==> src/sv/csf_pkg.sv <==
`timescale 1ns / 1ps
`default_nettype none
// ----------------------------------------------------------------------------
// csf_pkg
// Types and constants shared by the command stream finder modules.
// ----------------------------------------------------------------------------
package csf_pkg;

  localparam int unsigned WORD_W  = 32;
  localparam int unsigned LEN_W   = 13;
  localparam int unsigned POS_W   = 16;
  localparam int unsigned CLASS_W = 3;

  localparam logic [32:0] MAX_BUF_WORDS = 33'd65536;

  localparam logic [CLASS_W-1:0] CLASS_MI  = 3'd0;
  localparam logic [CLASS_W-1:0] CLASS_GFX = 3'd3;

  localparam logic [WORD_W-1:0] OP_NOOP           = 32'h0000_0000;
  localparam logic [WORD_W-1:0] OP_BB_END         = 32'h0500_0000;
  localparam logic [WORD_W-1:0] OP_FLUSH_DW       = 32'h1300_0000;
  localparam logic [WORD_W-1:0] OP_STORE_DATA_IMM = 32'h1000_0000;
  localparam logic [WORD_W-1:0] OP_MFX_WAIT       = 32'h6800_0000;

  localparam logic [WORD_W-1:0] MI_OP_MASK  = 32'hFF80_0000;
  localparam logic [WORD_W-1:0] GFX_OP_MASK = 32'hFFFF_0000;

  typedef struct packed {
    logic [WORD_W-1:0] opcode;
    logic [LEN_W-1:0]  len;
  } dec_t;

endpackage
`default_nettype wire

==> src/sv/csf_decoder.sv <==
`timescale 1ns / 1ps
`default_nettype none
// ----------------------------------------------------------------------------
// csf_decoder
// Decodes one command header into its opcode and length in dwords.
// ----------------------------------------------------------------------------
module csf_decoder
  import csf_pkg::*;
(
  input  wire logic [WORD_W-1:0] hdr,
  output dec_t                   dec
);

  logic [WORD_W-1:0] mi_op;
  logic [WORD_W-1:0] gfx_op;

  assign mi_op  = hdr & MI_OP_MASK;
  assign gfx_op = hdr & GFX_OP_MASK;

  always_comb begin
    dec.opcode = hdr;
    dec.len    = LEN_W'(1);
    unique case (hdr[WORD_W-1 -: CLASS_W])
      CLASS_MI: begin
        dec.opcode = mi_op;
        if (mi_op == OP_NOOP || mi_op == OP_BB_END) begin
          dec.len = LEN_W'(1);
        end else if (mi_op == OP_FLUSH_DW) begin
          dec.len = LEN_W'(hdr[4:0]) + LEN_W'(2);
        end else if (mi_op == OP_STORE_DATA_IMM) begin
          dec.len = LEN_W'(hdr[9:0]) + LEN_W'(2);
        end else begin
          dec.len = LEN_W'(hdr[7:0]) + LEN_W'(2);
        end
      end
      CLASS_GFX: begin
        dec.opcode = gfx_op;
        if (gfx_op == OP_MFX_WAIT) begin
          dec.len = LEN_W'(1);
        end else begin
          dec.len = LEN_W'(hdr[11:0]) + LEN_W'(2);
        end
      end
      default: begin
        dec.opcode = hdr;
        dec.len    = LEN_W'(1);
      end
    endcase
  end

endmodule
`default_nettype wire

==> src/sv/command_stream_finder.sv <==
`timescale 1ns / 1ps
`default_nettype none
// ----------------------------------------------------------------------------
// command_stream_finder
// Walks a command buffer one dword per transaction and finds a target opcode.
// ----------------------------------------------------------------------------
// Each input transaction yields exactly one result transaction in the cycle
// after, and a new dword is taken every cycle while the result side keeps up.
// The header decode and skip-count update sit between the input handshake and
// a single result register, so the result register is the only output stage.
// The target opcode may be written only while no transaction is in flight.
module command_stream_finder
  import csf_pkg::*;
(
  input  wire logic              clk,
  input  wire logic              rst_n,
  input  wire logic              cfg_we,
  input  wire logic [WORD_W-1:0] cfg_target_opcode,
  input  wire logic              in_valid,
  output logic                   in_ready,
  input  wire logic [WORD_W-1:0] in_word,
  input  wire logic              in_last,
  output logic                   out_valid,
  input  wire logic              out_ready,
  output logic                   out_is_header,
  output logic [WORD_W-1:0]      out_cmd_opcode,
  output logic [LEN_W-1:0]       out_cmd_len,
  output logic                   out_found,
  output logic                   out_ended,
  output logic [POS_W-1:0]       out_position
);

  logic [WORD_W-1:0] target_r;
  logic [LEN_W-1:0]  skip_r, skip_nxt;
  logic [POS_W-1:0]  index_r, index_nxt;
  logic              done_r, done_nxt;
  logic              valid_r;
  logic              is_hdr_r, is_hdr_nxt;
  logic [WORD_W-1:0] op_r, op_nxt;
  logic [LEN_W-1:0]  len_r, len_nxt;
  logic              found_r, found_nxt;
  logic              ended_r;
  logic [POS_W-1:0]  pos_r;
  logic [POS_W:0]    index_inc;
  logic              accept;
  dec_t              dec;

  csf_decoder u_dec (
    .hdr (in_word),
    .dec (dec)
  );

  assign in_ready  = !valid_r || out_ready;
  assign accept    = in_valid && in_ready;
  assign index_inc = {1'b0, index_r} + (POS_W+1)'(1);

  always_comb begin
    skip_nxt   = skip_r;
    done_nxt   = done_r;
    is_hdr_nxt = 1'b0;
    op_nxt     = '0;
    len_nxt    = '0;
    found_nxt  = 1'b0;
    if (!done_r) begin
      if (skip_r != '0) begin
        skip_nxt = skip_r - LEN_W'(1);
      end else begin
        is_hdr_nxt = 1'b1;
        op_nxt     = dec.opcode;
        len_nxt    = dec.len;
        found_nxt  = (dec.opcode == target_r);
        if (found_nxt || dec.opcode == OP_BB_END) begin
          done_nxt = 1'b1;
        end else begin
          skip_nxt = dec.len - LEN_W'(1);
        end
      end
    end
    if (index_inc[POS_W] || 33'(index_inc) >= MAX_BUF_WORDS) begin
      index_nxt = '0;
    end else begin
      index_nxt = index_inc[POS_W-1:0];
    end
  end

  always_ff @(posedge clk) begin
    if (!rst_n) begin
      target_r <= '0;
      skip_r   <= '0;
      index_r  <= '0;
      done_r   <= 1'b0;
      valid_r  <= 1'b0;
    end else begin
      if (cfg_we) begin
        target_r <= cfg_target_opcode;
      end
      if (accept) begin
        valid_r <= 1'b1;
        if (in_last) begin
          skip_r  <= '0;
          index_r <= '0;
          done_r  <= 1'b0;
        end else begin
          skip_r  <= skip_nxt;
          index_r <= index_nxt;
          done_r  <= done_nxt;
        end
      end else if (out_ready) begin
        valid_r <= 1'b0;
      end
    end
  end

  always_ff @(posedge clk) begin
    if (accept) begin
      is_hdr_r <= is_hdr_nxt;
      op_r     <= op_nxt;
      len_r    <= len_nxt;
      found_r  <= found_nxt;
      ended_r  <= done_nxt;
      pos_r    <= index_r;
    end
  end

  assign out_valid      = valid_r;
  assign out_is_header  = is_hdr_r;
  assign out_cmd_opcode = op_r;
  assign out_cmd_len    = len_r;
  assign out_found      = found_r;
  assign out_ended      = ended_r;
  assign out_position   = pos_r;

endmodule
`default_nettype wire

==> config.mk <==
export PLATFORM = sky130hd
export DESIGN_NAME = command_stream_finder
export DESIGN_NICKNAME = d
export VERILOG_FILES = /design/src/sv/csf_pkg.sv /design/src/sv/csf_decoder.sv /design/src/sv/command_stream_finder.sv
export SDC_FILE = /design/constraint.sdc
export NUM_CORES = 1
export LEC_CHECK = 0
export BUFFER_PORTS_ARGS = -buffer_cell sky130_fd_sc_hd__buf_2
export CAP_MARGIN = 15
export CORE_UTILIZATION = 58
export CTS_BUF_LIST = sky130_fd_sc_hd__clkbuf_16
export CTS_CLUSTER_DIAMETER = 120
export DETAILED_ROUTE_END_ITERATION = 12
export PLACE_DENSITY = 0.84
export SETUP_SLACK_MARGIN = 0.15
export SKIP_LAST_GASP = 1
export SLEW_MARGIN = 20
export SYNTH_ARGS = -nofsm -noshare
export SYNTH_HDL_FRONTEND = slang
export SYNTH_SLANG_ARGS = --single-unit
export TNS_END_PERCENT = 5
==> constraint.sdc <==
create_clock -name clk -period 8.4 [get_ports clk]
set_input_delay 0.84 -clock clk [delete_from_list [all_inputs] [get_ports clk]]
set_output_delay 0.84 -clock clk [all_outputs]
set_load 0.03 [all_outputs]
# Word-level counts from Yosys, hierarchy flattened
# Index checks and enable logic that the tools add are counted.
[classes]
n_lt_le_gt_ge = 1
n_mux = 18
eq_ne = 9
addsub = 7
n_reduce_logical = 12
[ops]
columns = ["operator", "n"]
rows = [
  ["two-way mux 13 bit", 8],
  ["one-hot mux 36 bit (2 select lines)", 1],
  ["equality test 32 x 27 -> 1 bit, second input constant", 1],
  ["equality test 32 bit", 1],
  ["logical NOT 32 bit", 1],
  ["two-way mux 16 bit", 2],
  ["subtractor 13 x 1 -> 13 bit, second input constant", 2],
  ["equality test 9 x 6 -> 1 bit, second input constant", 2],
  ["adder 16 x 1 -> 17 bit, second input constant", 1],
  ["greater-or-equal comparator 17 bit, second input constant", 1],
  ["equality test 16 x 15 -> 1 bit, second input constant", 1],
  ["adder 12 x 2 -> 13 bit, second input constant", 1],
  ["nonzero test 13 bit", 1],
  ["adder 10 x 2 -> 11 bit, second input constant", 1],
  ["adder 8 x 2 -> 9 bit, second input constant", 1],
  ["equality test 9 x 4 -> 1 bit, second input constant", 1],
  ["two-way mux 1 bit", 7],
  ["adder 5 x 2 -> 6 bit, second input constant", 1],
  ["logical OR 1 bit", 4],
  ["equality test 3 x 2 -> 1 bit, second input constant", 1],
  ["logical NOT 3 bit", 1],
  ["inequality test 3 bit, second input constant", 1],
  ["AND reduction 3 bit", 1],
  ["inequality test 2 bit, second input constant", 1],
  ["other kinds (4)", 4],
]
[word_totals]
in_bits = 70
ff_bits = 127

# Logic depth before layout (Yosys ltp)
# Gate-level depths: netlist of run 1.
[logic_depth]
ltp_word = 11
ltp_mapped = 12
ltp_nobuf = 11

# By module
# A second synthesis of run 1 with hierarchy kept.
[hier_totals]
hier_cells = 596
hier_area_um2 = 6347.3
[modules_own_cells]
columns = ["module", "area_each_um2", "cells_per_inst", "n_inst"]
rows = [
  ["command_stream_finder", 5652.9, 499, 1],
  ["csf_decoder", 694.4, 97, 1],
]

# Worst setup path after synthesis of run 1
# OpenSTA, ideal clock, no wires.
[synth_timing]
kind = "input port to flip-flop"
start = "in in_word[24]"
end = "reg skip_r[12]"
stages = 12
path_slack_ns = 4.525
n_path_buf = 1
setup_time_ns = 0.117
arrival_time_ns = 3.758
cell_sequence = "buf_2 nor4_1 and4_1 o31ai_1 a31oi_1 ha_1 inv_1 a211o_1 or4_1 nor3_2 mux2_2 a32o_1"
[synth_between]
elab_chain_len = 10
word_cells_on_any_way = 21
cone_classes = "1 x add/sub; 7 x eq/ne; 9 x mux; 4 x reduce/logical"
[synth_rtl]
columns = ["item", "line_no", "rtl"]
rows = [
  ["start: declaration", "command_stream_finder.sv:21", "input wire logic [WORD_W-1:0] in_word,"],
  ["equality test 9 x 6 -> 1 bit", "csf_decoder.sv:30", "end else if (mi_op == OP_STORE_DATA_IMM) begin"],
  ["two-way mux 13 bit", "csf_decoder.sv:30", ""],
  ["two-way mux 13 bit", "csf_decoder.sv:28", "end else if (mi_op == OP_FLUSH_DW) begin"],
  ["two-way mux 13 bit", "csf_decoder.sv:26", "if (mi_op == OP_NOOP || mi_op == OP_BB_END) begin"],
  ["one-hot mux 36 bit (2 select lines)", "csf_decoder.sv:23", "unique case (hdr[WORD_W-1 -: CLASS_W])"],
  ["subtractor 13 x 1 -> 13 bit", "command_stream_finder.sv:75", "skip_nxt = dec.len - LEN_W'(1);"],
  ["two-way mux 13 bit", "command_stream_finder.sv:72", "if (found_nxt || dec.opcode == OP_BB_END) begin"],
  ["two-way mux 13 bit", "command_stream_finder.sv:65", "if (skip_r != '0) begin"],
  ["two-way mux 13 bit", "command_stream_finder.sv:64", "if (!done_r) begin"],
  ["two-way mux 13 bit", "command_stream_finder.sv:99", "if (in_last) begin"],
  ["end signal: assignment", "command_stream_finder.sv:104", "skip_r <= skip_nxt;"],
  ["end: declaration", "command_stream_finder.sv:34", "logic [LEN_W-1:0] skip_r, skip_nxt;"],
]
# Several ways; a longest one is shown, not always the timed one. The select of a mux whose other input is x is not followed.
# A chain may end at the register's enable or synchronous reset.

# Final worst setup path of run 1
# Same ends and word-level chain as after synthesis.

==> metrics.txt, run 1 <==
CP endpoint kind=flop; layout cells sized above 1=between 20% and 30%; GRT met1 Usage=between 30% and 40%; Int Pwr=around 1.5 mW; VDD IR-drop max=approximately 190 µV; max frequency=about 0.26 GHz; RR Endpoint=skip_r[12]$_SDFFE_PN0P_; clock root cell=clkbuf_16; final setup margin=~4.5 ns; PostCTS Resize Cnt=0; DR DRC count=0; Net Sw Power=~0.86 mW; Vias/cell=5.98; syn nets=about 680; I/O Buffers=135; hold path startpoint=index_r[4]$_SDFFE_PN0P_; Primary FF master, synth=edfxtp_1; post-DP HPWL=between 10 and 15 mm; pre-CTS setup slack=~4.1 ns; EDFF count, synth=64; Max Root-Sink Buffers=2; Post-Route Setup TNS=0 ns; post-synthesis sequential area ratio=50.2%; met2 Use GR=47.0%; hold_buf cts=0; initial antenna violation count=0; status=complete, no violations; slew margin rel.=33.1%; flop2flop setup slack=5.05 ns; Startpoint Class=input pin; sequential share of power=between 30 and 40%; Starting Density=just over 60%; chip height=roughly 110 µm; Worst-path clk slew=0.06 ns; grt met3 use=approximately 6.6%; Leakage=3.12 nW; hold endpoint=out_position[4]$_DFFE_PP_; YS warnings=0; CTS Sinks=approximately 130; Detailed Route WL=about 16 mm; r2r startpoint=skip_r[3]$_SDFFE_PN0P_; core footprint=10500 µm²; Synth cell types=74; CP required=8.71 ns; fill count=about 760; Final Slew Violations=0; routed vias=between 5000 and 6000; CTS H-tree depth=4; power share of the clock group=29.7%; clk_skew=~0.0085 ns; Power Total=2.32 mW; First DRT Iteration DRCs=just over 400; RSZ-0062 raised after global routing=no; Final Cycle Share=46.4%; Max Cap Viol=0; first-pass GRT wire length=between 20 and 30 mm; Final Util=72.7%; All-Layer GR Usage=29.4%; Clk Latency, worst-skew pair=0.42 ns; Die X=around 110 µm; largest net degree at the start of global routing=61; Cell Area, Synth=around 6300 µm²; Synth Instances=602; Cell Rows=37; post-route ant nets=0; Hold Path Depth=0; power per standard cell area=306 nW/µm²; DR pass1 iterations=6; full die area=11300 µm²; Logic pwr share=34.2%; TritonCTS clock tree=yes; Worst EP arrival=between 4 and 5 ns; wire per inst=approximately 18 µm; Synth async-reset ratio=0%; GRT busiest layer=met2; I/O Pins=136; min Tclk post-route=3.90 ns; Post-CTS Setup Inserts=0; GPL Wtd Cong=about 0.92; Synth Register Bits=between 100 and 150; switching share of power=between 30% and 40%; Inserted Diodes=0; crit path max fanout=7; GR Overflow Total=0; FF-to-FF path depth=10; Crit Path Class=input pin to flop; CTS Buf Count=17; setup violators final=0; synthesized area per cell=approximately 11 µm²; worst-margin pin slew=1.00 ns; P&R area growth vs syn=20.0%; final net count=a little over 800; hold crit path type=flop to flop; final count of hold timing violations=0; number of global-route vias before repair=about 5100
critical path: stages:
cell     delay (ns)
buf_2          0.16
nor4_1         0.43
and4_1         0.34
o31ai_1        0.18
a31oi_1        0.36
ha_1           0.28
inv_1          0.06
a211o_1        0.31
or4_1          0.48
nor3_2         0.22
mux2_2         0.36
a32o_1         0.19
sequential cells by signal (all words and copies together), names as in the netlist:
signal          flops
out_found           1
skip_r             13
out_cmd_opcode     32
out_position       16
out_ended           1
out_is_header       1
index_r            16
done_r              1
out_valid           1
target_r           32
out_cmd_len        13
layout make-up:
type                       count  area [µm²]  area share, %
sequential                   127        3180           41.9
multi-input combinational    427        2920           38.3
timing repair buffer         137         691           9.08
clock buffer                  17         425           5.59
tap                          136         170           2.24
clock inverter                15         136           1.79
inverter                      22        82.6           1.09
cells by family after synthesis:
| logic type | count (synthesis) | share of synthesized area [%] |
|---|---|---|
| compound gates | 94 | 10.4 |
| xor+xnor | 39 | 5.39 |
| fa+ha+maj | 3 | 0.593 |
| buf+inv | 48 | 3.73 |
| flops | 127 | 50.2 |
| mux | 38 | 6.08 |
| simple gates | 253 | 23.5 |
placed cells by master (no fill, tap or decap), drive strengths merged, types with 10 or more instances in the layout:
cell type  count
a21oi         14
a31oi         11
and2          22
and3          17
buf          137
clkbuf        17
dfxtp         63
edfxtp        64
inv           27
mux2i         34
nand2         29
nand2b        11
nand3         16
nand4         10
nor2          39
nor2b         37
nor3          20
nor4          15
o21ai         16
xnor2         26
xor2          13
cell usage after synthesis (6+ instances only):
| master | number | share of area (%) |
|---|---|---|
| a21boi_0 | 6 | 0.71 |
| a21oi_1 | 13 | 1.0 |
| a31oi_1 | 11 | 1.1 |
| and2_1 | 21 | 2.1 |
| and3_2 | 10 | 1.2 |
| clkbuf_1 | 14 | 0.83 |
| dfxtp_1 | 63 | 20 |
| edfxtp_1 | 64 | 30 |
| inv_1 | 21 | 1.2 |
| mux2i_1 | 34 | 5.4 |
| nand2_1 | 28 | 1.7 |
| nand2b_1 | 11 | 1.1 |
| nand3_1 | 16 | 1.3 |
| nand4_1 | 10 | 0.99 |
| nor2_1 | 39 | 2.3 |
| nor2b_1 | 37 | 3.7 |
| nor3_1 | 19 | 1.5 |
| nor4_1 | 14 | 1.4 |
| o21a_1 | 6 | 0.71 |
| o21ai_0 | 16 | 1.3 |
| xnor2_1 | 26 | 3.6 |
| xor2_1 | 13 | 1.8 |
through the flow:
stage                     cells  cell area [µm²]  hold slack, ns
after global placement      849             7040           0.458
after detailed placement    849             7040           0.472
final                       881             7600           0.487
after global routing        881             7600           0.514
after floorplan             602             6330           0.443
after CTS                   881             7600           0.487
layer usage:
layer	wire, µm	vias up
met5	0	-
met4	286	0
met3	1140	27
met2	7510	264
met1	6990	2513
li1	-	2468
worst max path at each step:
stage                     cells after the start  slack (ns)         from                 endpoint
after CTS                                    12        4.54  in_word[24]  skip_r[12]$_SDFFE_PN0P_
after global routing                         12        4.31  in_word[24]  skip_r[12]$_SDFFE_PN0P_
after detailed placement                     12        4.12  in_word[24]  skip_r[12]$_SDFFE_PN0P_
final                                        12        4.50  in_word[24]  skip_r[12]$_SDFFE_PN0P_
after floorplan                              12        4.52  in_word[24]  skip_r[12]$_SDFFE_PN0P_
after global placement                       12        4.27  in_word[23]  skip_r[12]$_SDFFE_PN0P_
power by group through the flow:
| stage | clock network, mW | registers, mW | logic (mW) |
|---|---|---|---|
| after global routing | 0.722 | 0.848 | 0.855 |
| after global placement | 0 | 0.844 | 0.768 |
| after floorplan | 0 | 1.03 | 0.403 |
| final | 0.691 | 0.838 | 0.794 |
| after detailed placement | 0 | 0.849 | 0.778 |
| after CTS | 0.695 | 0.838 | 0.785 |
Note: power is estimated with default switching activity, not from simulation.
==> run 2: changes to the inputs <==
Settings changed: CORE_UTILIZATION 58 to 55, PLACE_DENSITY 0.84 to 0.8.
Clock period 8.4 ns to 3.7 ns, I/O delays scaled along.
==> run 2 against run 1 <==
Register-to-register slack worse by 4.4 ns; clock skew is 0.00060 ns lower; wire length up 1.3%; combinational power increased by 140%; die area increased by 5.3%; power up 130%; critical path type unchanged; critical endpoint unchanged.
==> metrics.txt, run 2 (synthesized netlist as in run 1, its figures left out) <==
layout cells sized above 1=28.4% (+0.85 points); I/O Pins=136 (unchanged); All-Layer GR Usage=28.4% (-1.0 points); final net count=818 (+1.6%); hold endpoint=target_r[19]$_SDFFE_PN0P_; hold path startpoint=cfg_target_opcode[19]; Largest stage delay, worst path=0.55 ns (+0.07 ns); status=complete, no violations; full die area=12000 µm² (+5.3%); Starting Density=57.4% (-3.1 points); CTS Sinks=127 (unchanged); Leakage=3.21 nW (+2.9%); P&R area growth vs syn=21.9%; chip height=109 µm (+2.6%); Startpoint Class=input pin; r2r startpoint=skip_r[3]$_SDFFE_PN0P_; Die X=109 µm (+2.6%); First DRT Iteration DRCs=460 (+12%); clk_skew=0.00794 ns (-0.000597 ns); final count of hold timing violations=0 (unchanged); post-DP HPWL=11.5 mm (+3.2%); Buf/Inv on CP=2 (unchanged); hold_buf cts=0 (unchanged); hold crit path type=input pin to flop; Detailed Route WL=16.1 mm (+1.3%); VDD IR-drop max=683 µV (+260%); GPL Wtd Cong=0.945 (+2.4%); PostCTS Resize Cnt=0 (unchanged); Final Slew Violations=0 (unchanged); flop2flop setup slack=0.68 ns (-4.37 ns); CTS Buf Count=17 (unchanged); Worst-path clk slew=0.06 ns (about the same); commonest non-fill, non-tap cell in the layout=buf_2; initial antenna violation count=0 (unchanged); TritonCTS clock tree=yes; largest net degree at the start of global routing=53 (-13%); GR Overflow Total=0 (unchanged); Max Cap Viol=0 (unchanged); FF-to-FF path depth=11 (+1); max frequency=~0.31 GHz; CP endpoint kind=flop; crit path max fanout=5 (-2); worst-margin pin slew=0.981 ns (-0.0225 ns); Hold Path Depth=3 (+3); slowest cell on the critical path=nor4_1; CTS H-tree depth=4 (unchanged); Final Cycle Share=a little under 90%; first-pass GRT wire length=25.4 mm (-1.5%); Power Total=5.43 mW (+130%); number of global-route vias before repair=5053 (-0.34%); Post-Route Setup TNS=0 ns (unchanged); Post-CTS Setup Inserts=0 (unchanged); min Tclk post-route=approximately 3.2 ns; most frequent cells in the layout=135 x buf_2, 64 x edfxtp_1, 63 x dfxtp_1; setup violators final=0 (unchanged); core footprint=11000 µm² (+5.4%); Inserted Diodes=0 (unchanged); power per standard cell area=703 nW/µm² (+130%); Clk Latency, worst-skew pair=0.42 ns (about the same); Max Root-Sink Buffers=2 (unchanged); routed vias=5284 (+0.23%); Vias/cell=5.88 (-1.7%); DR pass1 iterations=5 (-1); CP required=4.00 ns (-4.71 ns); DR DRC count=0 (unchanged); wire per inst=18.0 µm (-0.64%); RSZ-0062 raised after global routing=no; Worst EP arrival=3.54 ns (-0.66 ns); crit-path leading delay family=simple AND/OR/NAND/NOR gates; Crit Path Class=input pin to flop; clock root cell=clkbuf_16; post-route ant nets=0 (unchanged); RR Endpoint=skip_r[12]$_SDFFE_PN0P_; I/O Buffers=135 (unchanged); slew margin rel.=34.6% (+1.5 points); Cell Rows=38 (+2.7%); worst-path cell chain=buf_2 -> nor4_1 -> a21o_2 -> o31ai_1 -> a31oi_1 -> ha_1 -> inv_1 -> a211o_1 -> or4_1 -> nor3_2 -> mux2_2 -> a32o_1
-- run 2: cell type report --
type                            instances  area [µm²]
Clock buffer                           17         425
Clock inverter                         15         154
Multi-Input combinational cell        427        2920
Inverter                               22        82.6
Fill cell                             842        3310
Tap cell                              140         175
Sequential cell                       127        3180
Timing Repair Buffer                  150         788
-- run 2: worst max path at each step --
stage | startpoint | to | slack, ns | cells after the start
floorplan | in_word[24] | skip_r[12]$_SDFFE_PN0P_ | 0.29 | 12
global placement | in_word[23] | skip_r[12]$_SDFFE_PN0P_ | 0.20 | 12
detailed placement | in_word[23] | skip_r[12]$_SDFFE_PN0P_ | 0.1 | 12
CTS | in_word[23] | skip_r[12]$_SDFFE_PN0P_ | 0.50 | 12
global route | in_word[23] | skip_r[12]$_SDFFE_PN0P_ | 0.27 | 12
finish | in_word[23] | skip_r[12]$_SDFFE_PN0P_ | 0.46 | 12
-- run 2: where the power goes --
group | internal (mW) | switching, mW | leakage (nW)
clock | 1.04 | 0.604 | 0.295
combinational | 0.655 | 1.22 | 1.76
sequential | 1.80 | 0.109 | 1.16
total | 3.49 | 1.93 | 3.21
-- run 2: routing by layer --
| layer | GRT usage, % | vias to the layer above | part of all wire (%) |
|---|---|---|---|
| met3 | 6.22 | 35 | 6.6 |
| met2 | 45.3 | 241 | 47 |
| met5 | 0 | - | 0 |
| met1 | 36.9 | 2514 | 44 |
| li1 | - | 2494 | - |
| met4 | 13.0 | 0 | 2.7 |
-- run 2: metrics by stage --
stage	cells	hold slack [ns]	util (%)	cell area (µm²)	setup slack (ns)
detailed placement	866	0.459	64.8	7140	0.0989
finish	898	0.210	70.0	7720	0.459
global route	898	0.212	70.0	7720	0.269
floorplan	602	0.443	-	6330	0.295
global placement	866	0.457	64.8	7140	0.202
CTS	898	0.205	70.0	7720	0.501
-- run 2: worst min-delay path, cell delays in order --
cell and delay (ns):
buf_2 0.07, mux2i_1 0.05, nor2b_1 0.10
==> run 3: changes to the inputs <==
Settings changed: ABC_AREA from default to 1, CAP_MARGIN 15 to 20, PLACE_DENSITY 0.8 to 0.81.
==> run 3 against run 2 <==
Via count up 14%; utilization down 0.27 points; flip-flop and latch count unchanged; clock skew about the same; clock power about the same; combinational power down 43%; setup slack better by 0.68 ns; final cell count up 22%; first-iteration DRC count down 0.65%; worst hold slack worse by 0.036 ns; critical path type unchanged; largest cell class unchanged.
==> metrics.txt, run 3 <==
Vias/cell=5.53 (-6.1%); commonest non-fill, non-tap cell in the layout=nand2_1; most frequent cells in the layout=176 x nand2_1, 135 x buf_2, 121 x nor2_1; I/O Pins=136 (unchanged); Startpoint Class=input pin; Cell Area, Synth=6310 µm² (-0.45%); CTS Sinks=127 (unchanged); uppermost routed layer=met5; Int Pwr=2.94 mW (-16%); crit-path leading delay family=simple AND/OR/NAND/NOR gates; Leakage=3.47 nW (+8.1%); Final Slew Violations=0 (unchanged); GR Overflow Total=0 (unchanged); crit-path most repeated cell=nand2_1; CTS Buf Count=17 (unchanged); EDFF count, synth=64 (unchanged); chip height=109 µm (-0.22%); compound-cell area share of the yosys netlist=9.88% (-0.53 points); post-synthesis sequential area ratio=50.5% (+0.23 points); CP required=3.98 ns (-0.02 ns); post-route ant nets=0 (unchanged); Starting Density=57.4% (about the same); layout cells sized above 1=21.3% (-7.1 points); First DRT Iteration DRCs=457 (-0.65%); min Tclk post-route=2.57 ns (-0.675 ns); first-pass GRT wire length=27.2 mm (+7.1%); GPL Wtd Cong=0.931 (-1.5%); design area=7660 µm² (-0.81%); wire per inst=15.5 µm (-14%); slew margin rel.=47.3% (+13 points); met2 WL post-DR=7.68 mm (+2.1%); core footprint=11000 µm² (-0.43%); largest family of logic cells by synthesized area=simple AND/OR/NAND/NOR gates; Worst EP arrival=2.85 ns (-0.69 ns); fraction of the mapped netlist area in adder cells=0.595% (+0.0027 points); Max Root-Sink Buffers=2 (unchanged); post-DP HPWL=11.8 mm (+2.5%); YS warnings=0 (unchanged); Synth async-reset ratio=0% (unchanged); Post-Route Setup TNS=0 ns (unchanged); Max Cap Viol=0 (unchanged); sequential share of power=38.2% (+3.1 points); clock root cell=clkbuf_16; power per standard cell area=574 nW/µm² (-18%); Synth Area in Simple Gates=30.5% (+6.9 points); Clk Latency, worst-skew pair=0.42 ns (about the same); most frequent cell after synthesis=nand2_1; clk_skew=0.00809 ns (+0.000155 ns); worst-path cell chain=buf_2 -> nor2_2 -> nand2_2 -> nor2_1 -> nand2_1 -> nand2_1 -> nand2_4 -> nand3_2 -> nand2_1 -> inv_1 -> ha_1 -> nand3_1 -> nor2_4 -> nand3_1 -> o21ai_0 -> nand2_1 -> nand2_1 -> a21oi_1; Worst-path clk slew=0.06 ns (about the same); Detailed Route WL=16.9 mm (+4.7%); Primary FF master, synth=edfxtp_1; final net count=1013 (+24%); initial antenna violation count=2 (+2); Area contributors post-synth=edfxtp_1 30%, dfxtp_1 20%, nand2_1 10%, nor2_1 7.2%, nand3_1 5.2%; post-synth top area share=30.5% (+0.14 points); Largest stage delay, worst path=0.37 ns (-0.18 ns); hold_buf cts=0 (unchanged); Net Sw Power=1.46 mW (-24%); All-Layer GR Usage=30.3% (+1.9 points); largest net degree at the start of global routing=52 (-1.9%); status=complete, no violations; Metal-1 WL=7.06 mm (-0.59%); Final Cycle Share=69.3% (-18 points); synthesized area per cell=7.80 µm² (-26%); Post-CTS Setup Inserts=0 (unchanged); max frequency=0.390 GHz (+26%); full die area=11900 µm² (-0.45%); Die X=109 µm (-0.22%); Cell Rows=38 (unchanged); crit path max fanout=33 (+28); fill count=893 (+6.1%); Buf/Inv on CP=2 (unchanged); power share of the clock group=37.7% (+7.3 points); Synth Area in XOR/XNOR=1.11% (-4.3 points); flop2flop setup slack=1.24 ns (+0.56 ns); I/O Buffers=135 (unchanged); P&R area growth vs syn=21.5%; slowest cell on the critical path=nand2_2; TritonCTS clock tree=yes; Logic pwr share=24.0% (-10 points); final count of hold timing violations=0 (unchanged); Synth cell types=39 (-47%); number of global-route vias before repair=5718 (+13%); switching share of power=33.2% (-2.4 points); cell accounting for the most synthesized area=edfxtp_1; Crit Path Class=input pin to flop; RSZ-0062 raised after global routing=no; hold crit path type=input pin to flop; setup violators final=0 (unchanged); VDD IR-drop max=319 µV (-53%); routed vias=6047 (+14%); DP Area=7070 µm² (-1.0%); Synth Instances=808 (+34%); Synth Register Bits=127 (unchanged); CTS H-tree depth=4 (unchanged); worst-margin pin slew=0.785 ns (-0.196 ns); PostCTS Resize Cnt=0 (unchanged); DR pass1 iterations=5 (unchanged); Met3 Wirelength=1.59 mm (+49%); syn nets=881 (+31%); CP endpoint kind=flop; Post-synth top cells=176 x nand2_1, 121 x nor2_1, 86 x inv_1, 65 x nand3_1, 64 x edfxtp_1; DR DRC count=0 (unchanged); mux share of post-synthesis cell area=0% (-6.1 points)
-- run 3: cell types whose count changed after synthesis, sizes merged, moves of 16 or more --
cell   delta
nand2   +156
mux2i    -34
inv      +69
xnor2    -24
nor2     +91
nand3    +55
nor2b    -37
and2     -22
o21ai    +38
and3     -16
a21oi    +40
-- run 3: final cells by class --
class	instances	area (µm²)	area share [%]
Clock inverter	15	163	2.12
Clock buffer	17	425	5.55
Multi-Input combinational cell	563	2650	34.6
Tap cell	140	175	2.29
Sequential cell	127	3180	41.5
Antenna cell	1	2.50	0.0327
Timing Repair Buffer	138	711	9.28
Inverter	93	349	4.56
-- run 3: worst register-to-register path, stage by stage (launching register included) --
cell and delay (ns):
dfxtp_1 0.33, inv_1 0.09, nand3_1 0.10, nor2_1 0.05, nand2b_1 0.24, inv_2 0.21, a21oi_2 0.27, ha_1 0.23
nand3_1 0.12, nor2_4 0.17, nand3_1 0.14, o21ai_0 0.19, nand2_1 0.08, nand2_1 0.06, a21oi_1 0.05
-- run 3: logic make-up (layout without fill, tap and decap cells) --
logic type,count (synthesis),after routing
DFF,127,127
AOI/OAI and AO/OA,118,118
buffers and inverters,118,263
xor gates and xnor gates,8,8
and+or+nand+nor,434,434
other,0,1
adders and majority gates,3,3
-- run 3: path summary, 6_finish.rpt --
check / to / depth (start not counted) / startpoint
worst min-delay path: target_r[20]$_SDFFE_PN0P_ / 3 / cfg_target_opcode[20]
worst max-delay path: skip_r[10]$_SDFFE_PN0P_ / 18 / in_word[29]
worst max register to register: skip_r[10]$_SDFFE_PN0P_ / 14 / skip_r[10]$_SDFFE_PN0P_
worst min register to register: out_position[15]$_DFFE_PP_ / 0 / index_r[15]$_SDFFE_PN0P_
-- run 3: routing by layer --
layer / global-route usage, % / up-vias
li1: - / 2941
met1: 39.2 / 2744
met2: 46.8 / 310
met3: 8.19 / 50
met4: 15.0 / 2
met5: 0 / -
-- run 3: stage by stage --
stage	hold WS, ns	setup WS, ns	cells	utilization [%]	total power, mW
floorplan	0.408	0.944	808	-	2.47
global placement	0.448	0.900	1061	64.4	2.72
detailed placement	0.427	0.823	1061	64.4	2.74
CTS	0.167	1.21	1093	69.7	4.39
global route	0.187	0.849	1094	69.8	4.59
finish	0.174	1.13	1094	69.8	4.40
-- run 3: power groups by stage --
stage / registers [mW] / clock network (mW) / logic [mW]
final: 1.68 / 1.66 / 1.06
after global routing: 1.69 / 1.73 / 1.17
after CTS: 1.68 / 1.67 / 1.04
after detailed placement: 1.71 / 0 / 1.03
after global placement: 1.70 / 0 / 1.02
after floorplan: 1.86 / 0 / 0.603
